## src/fdsa_pkg.sv

```systemverilog
// fdsa_pkg: shared types and constants of the forth data stack unit
`default_nettype none

package fdsa_pkg;

    localparam int DEF_STACK_DEPTH = 64;
    localparam int DEF_DATA_WIDTH  = 32;

    // word codes
    localparam logic [4:0] CMD_DOT    = 5'd0;
    localparam logic [4:0] CMD_CR     = 5'd1;
    localparam logic [4:0] CMD_LIT    = 5'd2;
    localparam logic [4:0] CMD_DUP    = 5'd3;
    localparam logic [4:0] CMD_DROP   = 5'd4;
    localparam logic [4:0] CMD_SWAP   = 5'd5;
    localparam logic [4:0] CMD_ROT    = 5'd6;
    localparam logic [4:0] CMD_NIP    = 5'd7;
    localparam logic [4:0] CMD_ADD    = 5'd8;
    localparam logic [4:0] CMD_SUB    = 5'd9;
    localparam logic [4:0] CMD_MUL    = 5'd10;
    localparam logic [4:0] CMD_DIV    = 5'd11;
    localparam logic [4:0] CMD_MOD    = 5'd12;
    localparam logic [4:0] CMD_ABS    = 5'd13;
    localparam logic [4:0] CMD_NEGATE = 5'd14;
    localparam logic [4:0] CMD_MIN    = 5'd15;
    localparam logic [4:0] CMD_MAX    = 5'd16;
    localparam logic [4:0] CMD_EQ     = 5'd17;
    localparam logic [4:0] CMD_LT     = 5'd18;
    localparam logic [4:0] CMD_GT     = 5'd19;

    // status codes
    localparam logic [2:0] STAT_OK      = 3'd0;
    localparam logic [2:0] STAT_UNDER   = 3'd1;
    localparam logic [2:0] STAT_OVER    = 3'd2;
    localparam logic [2:0] STAT_DIVZ    = 3'd3;
    localparam logic [2:0] STAT_UNKNOWN = 3'd4;
    localparam logic [2:0] STAT_HALTED  = 3'd5;

    typedef enum logic [1:0] {MD_MUL, MD_DIV, MD_MOD} md_op_t;

    typedef struct packed {
        logic [4:0]         command;
        logic signed [31:0] literal_value;
    } cmd_word_t;

    typedef struct packed {
        logic               print_valid;
        logic signed [31:0] print_value;
        logic               newline_out;
        logic signed [31:0] top_value;
        logic [6:0]         stack_depth;
        logic [2:0]         status;
    } result_word_t;

    // controller to datapath
    typedef struct packed {
        logic exec;
        logic write;
        logic commit;
    } dp_ctrl_t;

    // datapath to controller
    typedef struct packed {
        logic long_op;
        logic has_push;
        logic last_write;
        logic md_done;
        logic out_free;
    } dp_stat_t;

endpackage

`default_nettype wire

```

## src/fdsa_chan_if.sv

```systemverilog
// fdsa_chan_if: valid/ready channel carrying one word
`default_nettype none

interface fdsa_chan_if #(parameter type payload_t = logic);
    logic     valid;
    logic     ready;
    payload_t payload;

    modport source (output valid, output payload, input ready);
    modport sink (input valid, input payload, output ready);
endinterface

`default_nettype wire

```

## src/fdsa_muldiv.sv

```systemverilog
// fdsa_muldiv: iterative shift-add multiplier and restoring divider
`default_nettype none

module fdsa_muldiv
    import fdsa_pkg::*;
#(
    parameter int DATA_WIDTH = DEF_DATA_WIDTH
)
(
    input  wire logic                  clk,
    input  wire logic                  rst_n,
    input  wire logic                  start,
    input  wire md_op_t                op,
    input  wire logic [DATA_WIDTH-1:0] a,
    input  wire logic [DATA_WIDTH-1:0] b,
    output logic                       done,
    output logic [DATA_WIDTH-1:0]      result
);

    localparam int CW = $clog2(DATA_WIDTH + 1);

    logic                  busy_reg;
    logic [CW-1:0]         cnt_reg;
    md_op_t                op_reg;
    logic                  neg_q_reg;
    logic                  neg_r_reg;
    logic [DATA_WIDTH:0]   acc_reg;
    logic [DATA_WIDTH-1:0] sh_reg;
    logic [DATA_WIDTH-1:0] opd_reg;
    logic                  done_reg;
    logic [DATA_WIDTH-1:0] res_reg;

    logic [DATA_WIDTH-1:0] ua;
    logic [DATA_WIDTH-1:0] ub;
    logic [DATA_WIDTH:0]   rs;
    logic [DATA_WIDTH:0]   diff;
    logic [DATA_WIDTH-1:0] sum;

    // magnitudes; the most negative value maps onto its own unsigned magnitude
    assign ua   = a[DATA_WIDTH-1] ? (~a + 1'b1) : a;
    assign ub   = b[DATA_WIDTH-1] ? (~b + 1'b1) : b;
    assign rs   = {acc_reg[DATA_WIDTH-1:0], sh_reg[DATA_WIDTH-1]};
    assign diff = rs - {1'b0, opd_reg};
    assign sum  = acc_reg[DATA_WIDTH-1:0] + opd_reg;

    always_ff @(posedge clk or negedge rst_n)
    begin
        if (!rst_n)
        begin
            busy_reg  <= 1'b0;
            cnt_reg   <= '0;
            op_reg    <= MD_MUL;
            neg_q_reg <= 1'b0;
            neg_r_reg <= 1'b0;
            acc_reg   <= '0;
            sh_reg    <= '0;
            opd_reg   <= '0;
            done_reg  <= 1'b0;
            res_reg   <= '0;
        end
        else
        begin
            done_reg <= 1'b0;
            if (start)
            begin
                busy_reg  <= 1'b1;
                cnt_reg   <= CW'(DATA_WIDTH);
                op_reg    <= op;
                acc_reg   <= '0;
                neg_q_reg <= a[DATA_WIDTH-1] ^ b[DATA_WIDTH-1];
                neg_r_reg <= a[DATA_WIDTH-1];
                if (op == MD_MUL)
                begin
                    sh_reg  <= b;
                    opd_reg <= a;
                end
                else
                begin
                    sh_reg  <= ua;
                    opd_reg <= ub;
                end
            end
            else if (busy_reg)
            begin
                if (cnt_reg != '0)
                begin
                    cnt_reg <= cnt_reg - 1'b1;
                    if (op_reg == MD_MUL)
                    begin
                        if (sh_reg[0])
                        begin
                            acc_reg <= {1'b0, sum};
                        end
                        opd_reg <= opd_reg << 1;
                        sh_reg  <= sh_reg >> 1;
                    end
                    else if (!diff[DATA_WIDTH])
                    begin
                        acc_reg <= diff;
                        sh_reg  <= {sh_reg[DATA_WIDTH-2:0], 1'b1};
                    end
                    else
                    begin
                        acc_reg <= rs;
                        sh_reg  <= {sh_reg[DATA_WIDTH-2:0], 1'b0};
                    end
                end
                else
                begin
                    busy_reg <= 1'b0;
                    done_reg <= 1'b1;
                    case (op_reg)
                        MD_MUL:  res_reg <= acc_reg[DATA_WIDTH-1:0];
                        MD_DIV:  res_reg <= neg_q_reg ? (~sh_reg + 1'b1) : sh_reg;
                        default: res_reg <= neg_r_reg ? (~acc_reg[DATA_WIDTH-1:0] + 1'b1)
                                                      : acc_reg[DATA_WIDTH-1:0];
                    endcase
                end
            end
        end
    end

    assign done   = done_reg;
    assign result = res_reg;

endmodule

`default_nettype wire

```

## src/fdsa_ctrl.sv

```systemverilog
// fdsa_ctrl: sequencer for one forth word at a time
`default_nettype none

module fdsa_ctrl
    import fdsa_pkg::*;
(
    input  wire logic     clk,
    input  wire logic     rst_n,
    input  wire logic     in_valid,
    output logic          in_ready,
    input  wire dp_stat_t stat,
    output dp_ctrl_t      ctrl
);

    typedef enum logic [2:0] {S_IDLE, S_EXEC, S_WAIT_MD, S_WRITE, S_DONE} state_t;

    state_t state_reg;

    always_ff @(posedge clk or negedge rst_n)
    begin
        if (!rst_n)
        begin
            state_reg <= S_IDLE;
        end
        else
        begin
            unique case (state_reg)
                S_IDLE:
                begin
                    if (in_valid)
                    begin
                        state_reg <= S_EXEC;
                    end
                end
                S_EXEC:
                begin
                    if (stat.long_op)
                    begin
                        state_reg <= S_WAIT_MD;
                    end
                    else if (stat.has_push)
                    begin
                        state_reg <= S_WRITE;
                    end
                    else
                    begin
                        state_reg <= S_DONE;
                    end
                end
                S_WAIT_MD:
                begin
                    if (stat.md_done)
                    begin
                        state_reg <= S_WRITE;
                    end
                end
                S_WRITE:
                begin
                    if (stat.last_write)
                    begin
                        state_reg <= S_DONE;
                    end
                end
                S_DONE:
                begin
                    if (stat.out_free)
                    begin
                        state_reg <= S_IDLE;
                    end
                end
                default: state_reg <= S_IDLE;
            endcase
        end
    end

    always_comb
    begin
        in_ready    = (state_reg == S_IDLE);
        ctrl.exec   = (state_reg == S_EXEC);
        ctrl.write  = (state_reg == S_WRITE);
        ctrl.commit = (state_reg == S_DONE) && stat.out_free;
    end

endmodule

`default_nettype wire

```

## src/fdsa_dp.sv

```systemverilog
// fdsa_dp: stack memory, cached top, word decode and result register
`default_nettype none

module fdsa_dp
    import fdsa_pkg::*;
#(
    parameter int STACK_DEPTH = DEF_STACK_DEPTH,
    parameter int DATA_WIDTH  = DEF_DATA_WIDTH
)
(
    input  wire logic      clk,
    input  wire logic      rst_n,
    input  wire logic      in_load,
    input  wire cmd_word_t in_word,
    input  wire dp_ctrl_t  ctrl,
    output dp_stat_t       stat,
    output result_word_t   res_word,
    output logic           res_valid,
    input  wire logic      res_ready
);

    localparam int AW  = $clog2(STACK_DEPTH);
    localparam int SPW = $clog2(STACK_DEPTH + 1);
    localparam int DW  = DATA_WIDTH;

    logic [DW-1:0]  mem [STACK_DEPTH];

    logic [4:0]     cmd_reg;
    logic [DW-1:0]  lit_reg;
    logic [SPW-1:0] sp_reg;
    logic [DW-1:0]  tos_reg;
    logic           halted_reg;
    logic [DW-1:0]  rd_a_reg;
    logic [DW-1:0]  rd_b_reg;

    logic [DW-1:0]  push_reg [3];
    logic [1:0]     nacc_reg;
    logic [1:0]     widx_reg;
    logic [SPW-1:0] base_reg;
    logic [SPW-1:0] new_sp_reg;
    logic [DW-1:0]  alt_top_reg;
    logic [2:0]     status_reg;
    logic           pvalid_reg;
    logic [DW-1:0]  pval_reg;
    logic           nl_reg;
    logic           halt_set_reg;

    result_word_t   res_reg;
    logic           res_valid_reg;

    logic [SPW-1:0] addr_a;
    logic [SPW-1:0] addr_b;
    logic [SPW-1:0] waddr;

    logic signed [DW-1:0] top_v;
    logic signed [DW-1:0] sec_v;
    logic signed [DW-1:0] thr_v;
    logic [1:0]     npop;
    logic [1:0]     npush;
    logic [DW-1:0]  p0;
    logic [DW-1:0]  p1;
    logic [DW-1:0]  p2;
    logic           is_print;
    logic           is_nl;
    logic           long_op;
    logic           divz;
    logic           unknown;
    md_op_t         md_op;
    logic [SPW-1:0] sp_after;
    logic [SPW-1:0] room;
    logic           under;
    logic           over;
    logic [1:0]     nacc;
    logic [2:0]     status_c;
    logic [DW-1:0]  alt_top;
    logic [DW-1:0]  commit_top;
    logic [1:0]     top_idx;

    logic           md_done;
    logic [DW-1:0]  md_result;

    assign addr_a = sp_reg - SPW'(2);
    assign addr_b = sp_reg - SPW'(3);
    assign waddr  = base_reg + SPW'(widx_reg);

    // second and third entries are read every cycle from the committed pointer
    always_ff @(posedge clk)
    begin
        rd_a_reg <= mem[addr_a[AW-1:0]];
        rd_b_reg <= mem[addr_b[AW-1:0]];
        if (ctrl.write)
        begin
            mem[waddr[AW-1:0]] <= push_reg[widx_reg];
        end
    end

    always_comb
    begin
        top_v    = (sp_reg >= SPW'(1)) ? tos_reg  : '0;
        sec_v    = (sp_reg >= SPW'(2)) ? rd_a_reg : '0;
        thr_v    = (sp_reg >= SPW'(3)) ? rd_b_reg : '0;
        npop     = 2'd0;
        npush    = 2'd0;
        p0       = '0;
        p1       = '0;
        p2       = '0;
        is_print = 1'b0;
        is_nl    = 1'b0;
        long_op  = 1'b0;
        divz     = 1'b0;
        unknown  = 1'b0;
        md_op    = MD_MUL;
        if (!halted_reg)
        begin
            unique case (cmd_reg) inside
                CMD_DOT:
                begin
                    npop     = 2'd1;
                    is_print = 1'b1;
                end
                CMD_CR:   is_nl = 1'b1;
                CMD_LIT:
                begin
                    npush = 2'd1;
                    p0    = lit_reg;
                end
                CMD_DUP:
                begin
                    npop  = 2'd1;
                    npush = 2'd2;
                    p0    = top_v;
                    p1    = top_v;
                end
                CMD_DROP: npop = 2'd1;
                CMD_SWAP:
                begin
                    npop  = 2'd2;
                    npush = 2'd2;
                    p0    = top_v;
                    p1    = sec_v;
                end
                CMD_ROT:
                begin
                    npop  = 2'd3;
                    npush = 2'd3;
                    p0    = sec_v;
                    p1    = top_v;
                    p2    = thr_v;
                end
                CMD_NIP:
                begin
                    npop  = 2'd2;
                    npush = 2'd1;
                    p0    = top_v;
                end
                CMD_ABS:
                begin
                    npop  = 2'd1;
                    npush = 2'd1;
                    p0    = top_v[DW-1] ? (~top_v + 1'b1) : top_v;
                end
                CMD_NEGATE:
                begin
                    npop  = 2'd1;
                    npush = 2'd1;
                    p0    = ~top_v + 1'b1;
                end
                CMD_ADD, CMD_SUB, CMD_MUL, CMD_DIV, CMD_MOD,
                CMD_MIN, CMD_MAX, CMD_EQ, CMD_LT, CMD_GT:
                begin
                    npop  = 2'd2;
                    npush = 2'd1;
                    case (cmd_reg) inside
                        CMD_ADD: p0 = sec_v + top_v;
                        CMD_SUB: p0 = sec_v - top_v;
                        CMD_MUL:
                        begin
                            long_op = 1'b1;
                            md_op   = MD_MUL;
                        end
                        CMD_DIV, CMD_MOD:
                        begin
                            md_op = (cmd_reg == CMD_DIV) ? MD_DIV : MD_MOD;
                            if (top_v == '0)
                            begin
                                divz = 1'b1;
                            end
                            else
                            begin
                                long_op = 1'b1;
                            end
                        end
                        CMD_MIN: p0 = (top_v < sec_v) ? top_v : sec_v;
                        CMD_MAX: p0 = (sec_v < top_v) ? top_v : sec_v;
                        CMD_EQ:  p0 = (sec_v == top_v) ? '1 : '0;
                        CMD_LT:  p0 = (sec_v < top_v) ? '1 : '0;
                        default: p0 = (sec_v > top_v) ? '1 : '0;
                    endcase
                end
                default: unknown = 1'b1;
            endcase
        end

        // pops from an empty stack leave it empty, late pushes onto a full one drop
        sp_after = (SPW'(npop) > sp_reg) ? '0 : (sp_reg - SPW'(npop));
        room     = SPW'(STACK_DEPTH) - sp_after;
        under    = SPW'(npop) > sp_reg;
        over     = SPW'(npush) > room;
        nacc     = over ? room[1:0] : npush;

        if (halted_reg)
        begin
            status_c = STAT_HALTED;
        end
        else if (unknown)
        begin
            status_c = STAT_UNKNOWN;
        end
        else if (under)
        begin
            status_c = STAT_UNDER;
        end
        else if (over)
        begin
            status_c = STAT_OVER;
        end
        else if (divz)
        begin
            status_c = STAT_DIVZ;
        end
        else
        begin
            status_c = STAT_OK;
        end

        if (sp_after == '0)
        begin
            alt_top = '0;
        end
        else if (npop == 2'd0)
        begin
            alt_top = tos_reg;
        end
        else
        begin
            alt_top = sec_v;
        end

        top_idx    = nacc_reg - 2'd1;
        commit_top = (nacc_reg != 2'd0) ? push_reg[top_idx] : alt_top_reg;
    end

    fdsa_muldiv #(
        .DATA_WIDTH (DATA_WIDTH)
    ) u_muldiv (
        .clk    (clk),
        .rst_n  (rst_n),
        .start  (ctrl.exec && long_op),
        .op     (md_op),
        .a      (sec_v),
        .b      (top_v),
        .done   (md_done),
        .result (md_result)
    );

    // item payload and step results
    always_ff @(posedge clk)
    begin
        if (in_load)
        begin
            cmd_reg <= in_word.command;
            lit_reg <= DW'(in_word.literal_value);
        end
        if (ctrl.exec)
        begin
            push_reg[0]  <= p0;
            push_reg[1]  <= p1;
            push_reg[2]  <= p2;
            base_reg     <= sp_after;
            new_sp_reg   <= sp_after + SPW'(nacc);
            alt_top_reg  <= alt_top;
            status_reg   <= status_c;
            pvalid_reg   <= is_print;
            pval_reg     <= is_print ? top_v : '0;
            nl_reg       <= is_nl;
            halt_set_reg <= unknown;
        end
        else if (md_done)
        begin
            push_reg[0] <= md_result;
        end
        if (ctrl.commit)
        begin
            res_reg.print_valid <= pvalid_reg;
            res_reg.print_value <= 32'(signed'(pval_reg));
            res_reg.newline_out <= nl_reg;
            res_reg.top_value   <= 32'(signed'(commit_top));
            res_reg.stack_depth <= 7'(new_sp_reg);
            res_reg.status      <= status_reg;
        end
    end

    always_ff @(posedge clk or negedge rst_n)
    begin
        if (!rst_n)
        begin
            sp_reg        <= '0;
            tos_reg       <= '0;
            halted_reg    <= 1'b0;
            nacc_reg      <= 2'd0;
            widx_reg      <= 2'd0;
            res_valid_reg <= 1'b0;
        end
        else
        begin
            if (ctrl.exec)
            begin
                nacc_reg <= nacc;
                widx_reg <= 2'd0;
            end
            else if (ctrl.write)
            begin
                widx_reg <= widx_reg + 2'd1;
            end
            if (ctrl.commit)
            begin
                sp_reg        <= new_sp_reg;
                tos_reg       <= commit_top;
                halted_reg    <= halted_reg | halt_set_reg;
                res_valid_reg <= 1'b1;
            end
            else if (res_ready)
            begin
                res_valid_reg <= 1'b0;
            end
        end
    end

    always_comb
    begin
        stat.long_op    = long_op;
        stat.has_push   = (nacc != 2'd0);
        stat.last_write = (widx_reg + 2'd1) == nacc_reg;
        stat.md_done    = md_done;
        stat.out_free   = !res_valid_reg || res_ready;
    end

    assign res_word  = res_reg;
    assign res_valid = res_valid_reg;

`ifndef SYNTHESIS
    a_sp_bound: assert property (@(posedge clk) disable iff (!rst_n)
        sp_reg <= SPW'(STACK_DEPTH))
        else $error("stack pointer beyond depth");
    a_halt_sticky: assert property (@(posedge clk) disable iff (!rst_n)
        halted_reg |=> halted_reg)
        else $error("halt released without reset");
    a_no_overwrite: assert property (@(posedge clk) disable iff (!rst_n)
        (res_valid_reg && !res_ready) |=> $stable(res_reg))
        else $error("pending result overwritten");
    a_write_in_range: assert property (@(posedge clk) disable iff (!rst_n)
        ctrl.write |-> (waddr < SPW'(STACK_DEPTH)))
        else $error("stack write beyond depth");
`endif

endmodule

`default_nettype wire

```

## src/forth_data_stack_alu_top.sv

```systemverilog
// forth_data_stack_alu_top: forth data stack execution unit, top level
//
//  channel   role    word           fields
//  cmd_ch    sink    cmd_word_t     command, literal_value
//  res_ch    source  result_word_t  print_valid .. status
//
//  one word at a time: accept, decode, push writes (one per pushed value), commit
//  mul, and div and mod with a nonzero divisor, wait for the result of the shared
//  iterative multiply/divide unit
//  reset clears pointer, halt flag and result valid; the stack memory is not cleared
//  a result waits in the output register while the next word is decoded; a stall
//  there holds the commit only
`default_nettype none

module forth_data_stack_alu_top
    import fdsa_pkg::*;
#(
    parameter int STACK_DEPTH = DEF_STACK_DEPTH,
    parameter int DATA_WIDTH  = DEF_DATA_WIDTH
)
(
    input  wire logic clk,
    input  wire logic rst_n,
    fdsa_chan_if.sink   cmd_ch,
    fdsa_chan_if.source res_ch
);

    dp_ctrl_t     ctrl;
    dp_stat_t     stat;
    logic         in_ready;
    result_word_t res_word;
    logic         res_valid;

    fdsa_ctrl u_ctrl (
        .clk      (clk),
        .rst_n    (rst_n),
        .in_valid (cmd_ch.valid),
        .in_ready (in_ready),
        .stat     (stat),
        .ctrl     (ctrl)
    );

    fdsa_dp #(
        .STACK_DEPTH (STACK_DEPTH),
        .DATA_WIDTH  (DATA_WIDTH)
    ) u_dp (
        .clk       (clk),
        .rst_n     (rst_n),
        .in_load   (cmd_ch.valid && in_ready),
        .in_word   (cmd_ch.payload),
        .ctrl      (ctrl),
        .stat      (stat),
        .res_word  (res_word),
        .res_valid (res_valid),
        .res_ready (res_ch.ready)
    );

    assign cmd_ch.ready   = in_ready;
    assign res_ch.valid   = res_valid;
    assign res_ch.payload = res_word;

endmodule

`default_nettype wire

```

## src/flat_wrapper.sv

```systemverilog
// flat-port wrapper written by rule: the top's interface ports become plain ports
module forth_data_stack_alu_top_flat import fdsa_pkg::*;
#(
    parameter int STACK_DEPTH = DEF_STACK_DEPTH,
    parameter int DATA_WIDTH  = DEF_DATA_WIDTH
)
  (clk, rst_n, cmd_ch_valid, cmd_ch_payload, cmd_ch_ready, res_ch_valid, res_ch_payload, res_ch_ready);
  fdsa_chan_if #(.payload_t(cmd_word_t)) cmd_ch_i ();
  fdsa_chan_if #(.payload_t(result_word_t)) res_ch_i ();
  input  wire logic clk;
  input  wire logic rst_n;
  input wire logic [$bits(cmd_ch_i.valid)-1:0] cmd_ch_valid;
  input wire logic [$bits(cmd_ch_i.payload)-1:0] cmd_ch_payload;
  output wire logic [$bits(cmd_ch_i.ready)-1:0] cmd_ch_ready;
  output wire logic [$bits(res_ch_i.valid)-1:0] res_ch_valid;
  output wire logic [$bits(res_ch_i.payload)-1:0] res_ch_payload;
  input wire logic [$bits(res_ch_i.ready)-1:0] res_ch_ready;
  assign cmd_ch_i.valid = cmd_ch_valid;
  assign cmd_ch_i.payload = cmd_ch_payload;
  assign cmd_ch_ready = cmd_ch_i.ready;
  assign res_ch_valid = res_ch_i.valid;
  assign res_ch_payload = res_ch_i.payload;
  assign res_ch_i.ready = res_ch_ready;
  forth_data_stack_alu_top #(.STACK_DEPTH(STACK_DEPTH), .DATA_WIDTH(DATA_WIDTH)) u_core (.clk(clk), .rst_n(rst_n), .cmd_ch(cmd_ch_i), .res_ch(res_ch_i));
endmodule
```

## config.mk

```make
export PLATFORM = sky130hd
export DESIGN_NAME = forth_data_stack_alu_top_flat
export DESIGN_NICKNAME = d
export VERILOG_FILES = /design/src/fdsa_pkg.sv /design/src/fdsa_chan_if.sv /design/src/fdsa_muldiv.sv /design/src/fdsa_ctrl.sv /design/src/fdsa_dp.sv /design/src/forth_data_stack_alu_top.sv /design/src/flat_wrapper.sv
export SDC_FILE = /design/constraint.sdc
export NUM_CORES = 2
export LEC_CHECK = 0
export ABC_CLOCK_PERIOD_IN_PS = 22200
export BUFFER_PORTS_ARGS = -buffer_cell sky130_fd_sc_hd__buf_2
export CORE_UTILIZATION = 39
export CTS_BUF_LIST = sky130_fd_sc_hd__clkbuf_2
export DETAILED_ROUTE_END_ITERATION = 10
export PLACE_DENSITY_LB_ADDON = 0.3
export SETUP_SLACK_MARGIN = 0.02
export SLEW_MARGIN = 0
export SYNTH_ARGS = -nofsm -noshare
export SYNTH_HDL_FRONTEND = slang
export SYNTH_SLANG_ARGS = --single-unit
```

## constraint.sdc

```tcl
create_clock -name clk -period 22.2 [get_ports clk]
set_input_delay 1.11 -clock clk [delete_from_list [all_inputs] [get_ports clk]]
set_output_delay 1.11 -clock clk [all_outputs]
set_load 0.05 [all_outputs]
```

==> flow_metrics.env <==
export IMPL_status="finished clean"
export IMPL_hold_end="u_core.u_dp.cmd_reg[0]"
export IMPL_synth_edf_count=2340
export IMPL_path_max_fanout=52
export IMPL_drt_initial_drc_count=11703
export IMPL_cp_end_kind="flop"
export IMPL_synthXorXnorAreaFrac_pct=1.49
export IMPL_r2r_setup_slack_ps=14470
export IMPL_ys_flop_type="edfxtp_1"
export IMPL_die_w_um=580
export IMPL_startpoint_type="flop"
export IMPL_grt_pass1_wl_um=634000
export IMPL_synth_cell_types=101
export IMPL_synth_mux_area_share_pct=24.1
export IMPL_synth_compound_area_share_pct=6.77
export IMPL_drcViolationCount=0
export IMPL_post_dp_hpwl_um=282000
export IMPL_synth_nets=8341
export IMPL_synth_top_family_by_area="multiplexers"
export IMPL_tightest_slew_ps=1300
export IMPL_required_ps=24010
export IMPL_ys_warn_count=0
export IMPL_cap_violations=0
export IMPL_synth_seq_cells=2592
export IMPL_power_mw=23.9
export IMPL_final_cell_mix="edfxtp_1, mux4_2, clkbuf_2, nand2_1, o21ai_0"
export IMPL_grt_usage_pct=26.3
export IMPL_p_leak_nw=47.7
export IMPL_synthAdderAreaFrac_pct=1.63
export IMPL_wl_um=451000
export IMPL_final_common_cell="edfxtp_1"
export IMPL_hp_class="primary input to flop"
export IMPL_ff2ff_path_depth=16
export IMPL_syn_avg_cell_area_um2=16.0
export IMPL_rsz0062_at_grt="false"
export IMPL_start_util_pct=39.3
export IMPL_grt_pass1_vias=83966
export IMPL_period_needed_ps=7730
export IMPL_hold_viol_final=0
export IMPL_rows=211
export IMPL_crit_arrival_ps=9530
export IMPL_place_congestion=1.06
export IMPL_ys_async_sr_fraction_pct=7.25
export IMPL_synth_simple_area_share_pct=5.22
export IMPL_min_from="cmd_ch_payload[32]"
export IMPL_crit_type="flop to flop"
export IMPL_tns_ps=0
export IMPL_viasPerCell=6.33
export IMPL_cts_root_buf="clkbuf_2"
export IMPL_core_um2=331000
export IMPL_drv_slew=0
export IMPL_die_h_um=580
export IMPL_antenna_found_initial=48
export IMPL_dieArea_um2=336000
export IMPL_setup_viol=0
export IMPL_cts_sinks=2592
export IMPL_nets=8849
export IMPL_port_buffers=118
export IMPL_firstDrtPassIters=7
export IMPL_ys_seq_area_share_pct=58.5
export IMPL_wl_per_cell_um=33.3
export IMPL_ios=119
export IMPL_fill_cells=29351
export IMPL_grt_overflow_total=0
export IMPL_clk_insertion_delay_late_ps=2230
export IMPL_cts_buffer_depth=4
export IMPL_tritoncts="built"
export IMPL_largest_register_ffs=2048
export IMPL_postSynthCellCount=8134
export IMPL_htreeDepth=6
export IMPL_min_period_over_period_pct=34.8
export IMPL_max_slew_margin_pct=13.3
export IMPL_irDropWorstVdd_v=0.000313
export IMPL_fmax_mhz=129
export IMPL_final_setup_skew_ps=211
export IMPL_synthesis_area_um2=130000
export IMPL_crit_start="u_core.u_dp.sp_reg[1]"
export IMPL_worst_slack_ps=14470
export IMPL_cts_inserted_buffers=673
export IMPL_vias=85800
export IMPL_place_ws_ps=14830
export IMPL_timing_rr_end="u_core.u_dp.push_reg[0][30]"
export IMPL_ant_nets=0
export IMPL_power_density_nw_per_um2=165
export IMPL_drive_gt1_share_pct=31.9
export IMPL_syn2layout_area_growth_pct=10.8
export IMPL_r2r_start="u_core.u_dp.sp_reg[1]"
export IMPL_grt_max_degree=150
export IMPL_final_util_pct=43.6
export IMPL_min_delay_path_depth=3
export IMPL_clk_pin_slew_ps=110
-- synth_stat cells, types with 53 or more instances --
cell	count	area share (%)
nor2_1	402	1.2
xnor2_1	133	0.89
edfxtp_1	2340	54
buf_1	125	0.36
ha_1	159	1.5
mux2i_1	159	1.2
nand2_1	608	1.8
nor3_1	73	0.28
a211oi_1	76	0.44
mux4_2	1306	23
a21oi_1	378	1.5
o211ai_1	53	0.31
dfxtp_1	64	0.98
dfrtp_1	188	3.6
o21ai_0	410	1.6
xor2_1	89	0.60
nand3_1	71	0.27
and2_1	54	0.26
clkbuf_1	449	1.3
nor2b_1	72	0.35
inv_1	166	0.48
-- where the power goes --
group	internal, mW	leakage, nW	switching [mW]	total, mW
clock	1.37	4.72	2.11	3.47
combinational	5.20	18.7	8.13	13.3
sequential	6.62	24.3	0.459	7.08
total	13.2	47.7	10.7	23.9
-- critical path: stages (launching register included) --
cell and delay [ps]:
dfrtp_4 1010, inv_1 340, ha_1 470, nand4_1 160
buf_4 550, nand2_1 480, ha_1 710, nand4_1 280
nor3_1 320, a22oi_1 150, and3_1 340, xnor2_1 290
a21o_1 250, o211ai_4 470, and2_1 1000, a221oi_1 270
a22oi_1 250
-- kinds of logic after synthesis --
kind of cell | after synthesis
xor+xnor | 222
mux | 1505
compound gates | 1399
flops | 2592
buf+inv | 756
fa+ha+maj | 166
simple gates | 1494
-- worst max-delay path by stage --
stage | endpoint | slack (ps) | cells after the start
3_5_place_dp | u_core.u_dp.push_reg[0][20] | 14830 | 16
6_report | u_core.u_dp.push_reg[0][30] | 14470 | 16
3_3_place_gp | u_core.u_dp.push_reg[0][20] | 14890 | 16
2_1_floorplan | u_core.u_dp.push_reg[0][23] | 13440 | 11
5_1_grt | u_core.u_dp.push_reg[0][23] | 14410 | 16
4_1_cts | u_core.u_dp.push_reg[0][30] | 14790 | 16
-- layout make-up --
cell class	instances	area (um2)	share of cell area [%]
Antenna cell	18	45.0	0.0312
Clock buffer	970	4850	3.36
Multi-Input combinational cell	4786	52300	36.2
Tap cell	4366	5460	3.79
Sequential cell	2592	76300	52.8
Inverter	167	627	0.434
Clock inverter	244	1500	1.04
Timing Repair Buffer	422	3290	2.28
-- layer usage --
| metal | part of all wire [%] | global-route usage (%) | vias to the layer above |
|---|---|---|---|
| met5 | 0.11 | 0 | - |
| met4 | 4.8 | 12.3 | 34 |
| li1 | - | - | 34619 |
| met1 | 39 | 35.0 | 44812 |
| met2 | 46 | 40.1 | 5404 |
| met3 | 11 | 7.10 | 931 |
-- repair_timing --
item / 4_1_cts / 5_1_grt
gates resized for setup: 0 / 0
endpoints found under the hold margin: 255 / 0
setup buffers: 0 / 0
hold buffers: 82 / 0
-- metrics by stage --
step | hold slack, ps | area [um2] | std cells
6_report | 249 | 144000 | 13565
5_1_grt | 195 | 144000 | 13550
4_1_cts | 14.0 | 144000 | 13545
3_5_place_dp | 405 | 137000 | 12249
3_3_place_gp | 403 | 137000 | 12249
2_1_floorplan | 400 | 130000 | 8134
No activity file was read; power rests on OpenSTA's default activity.
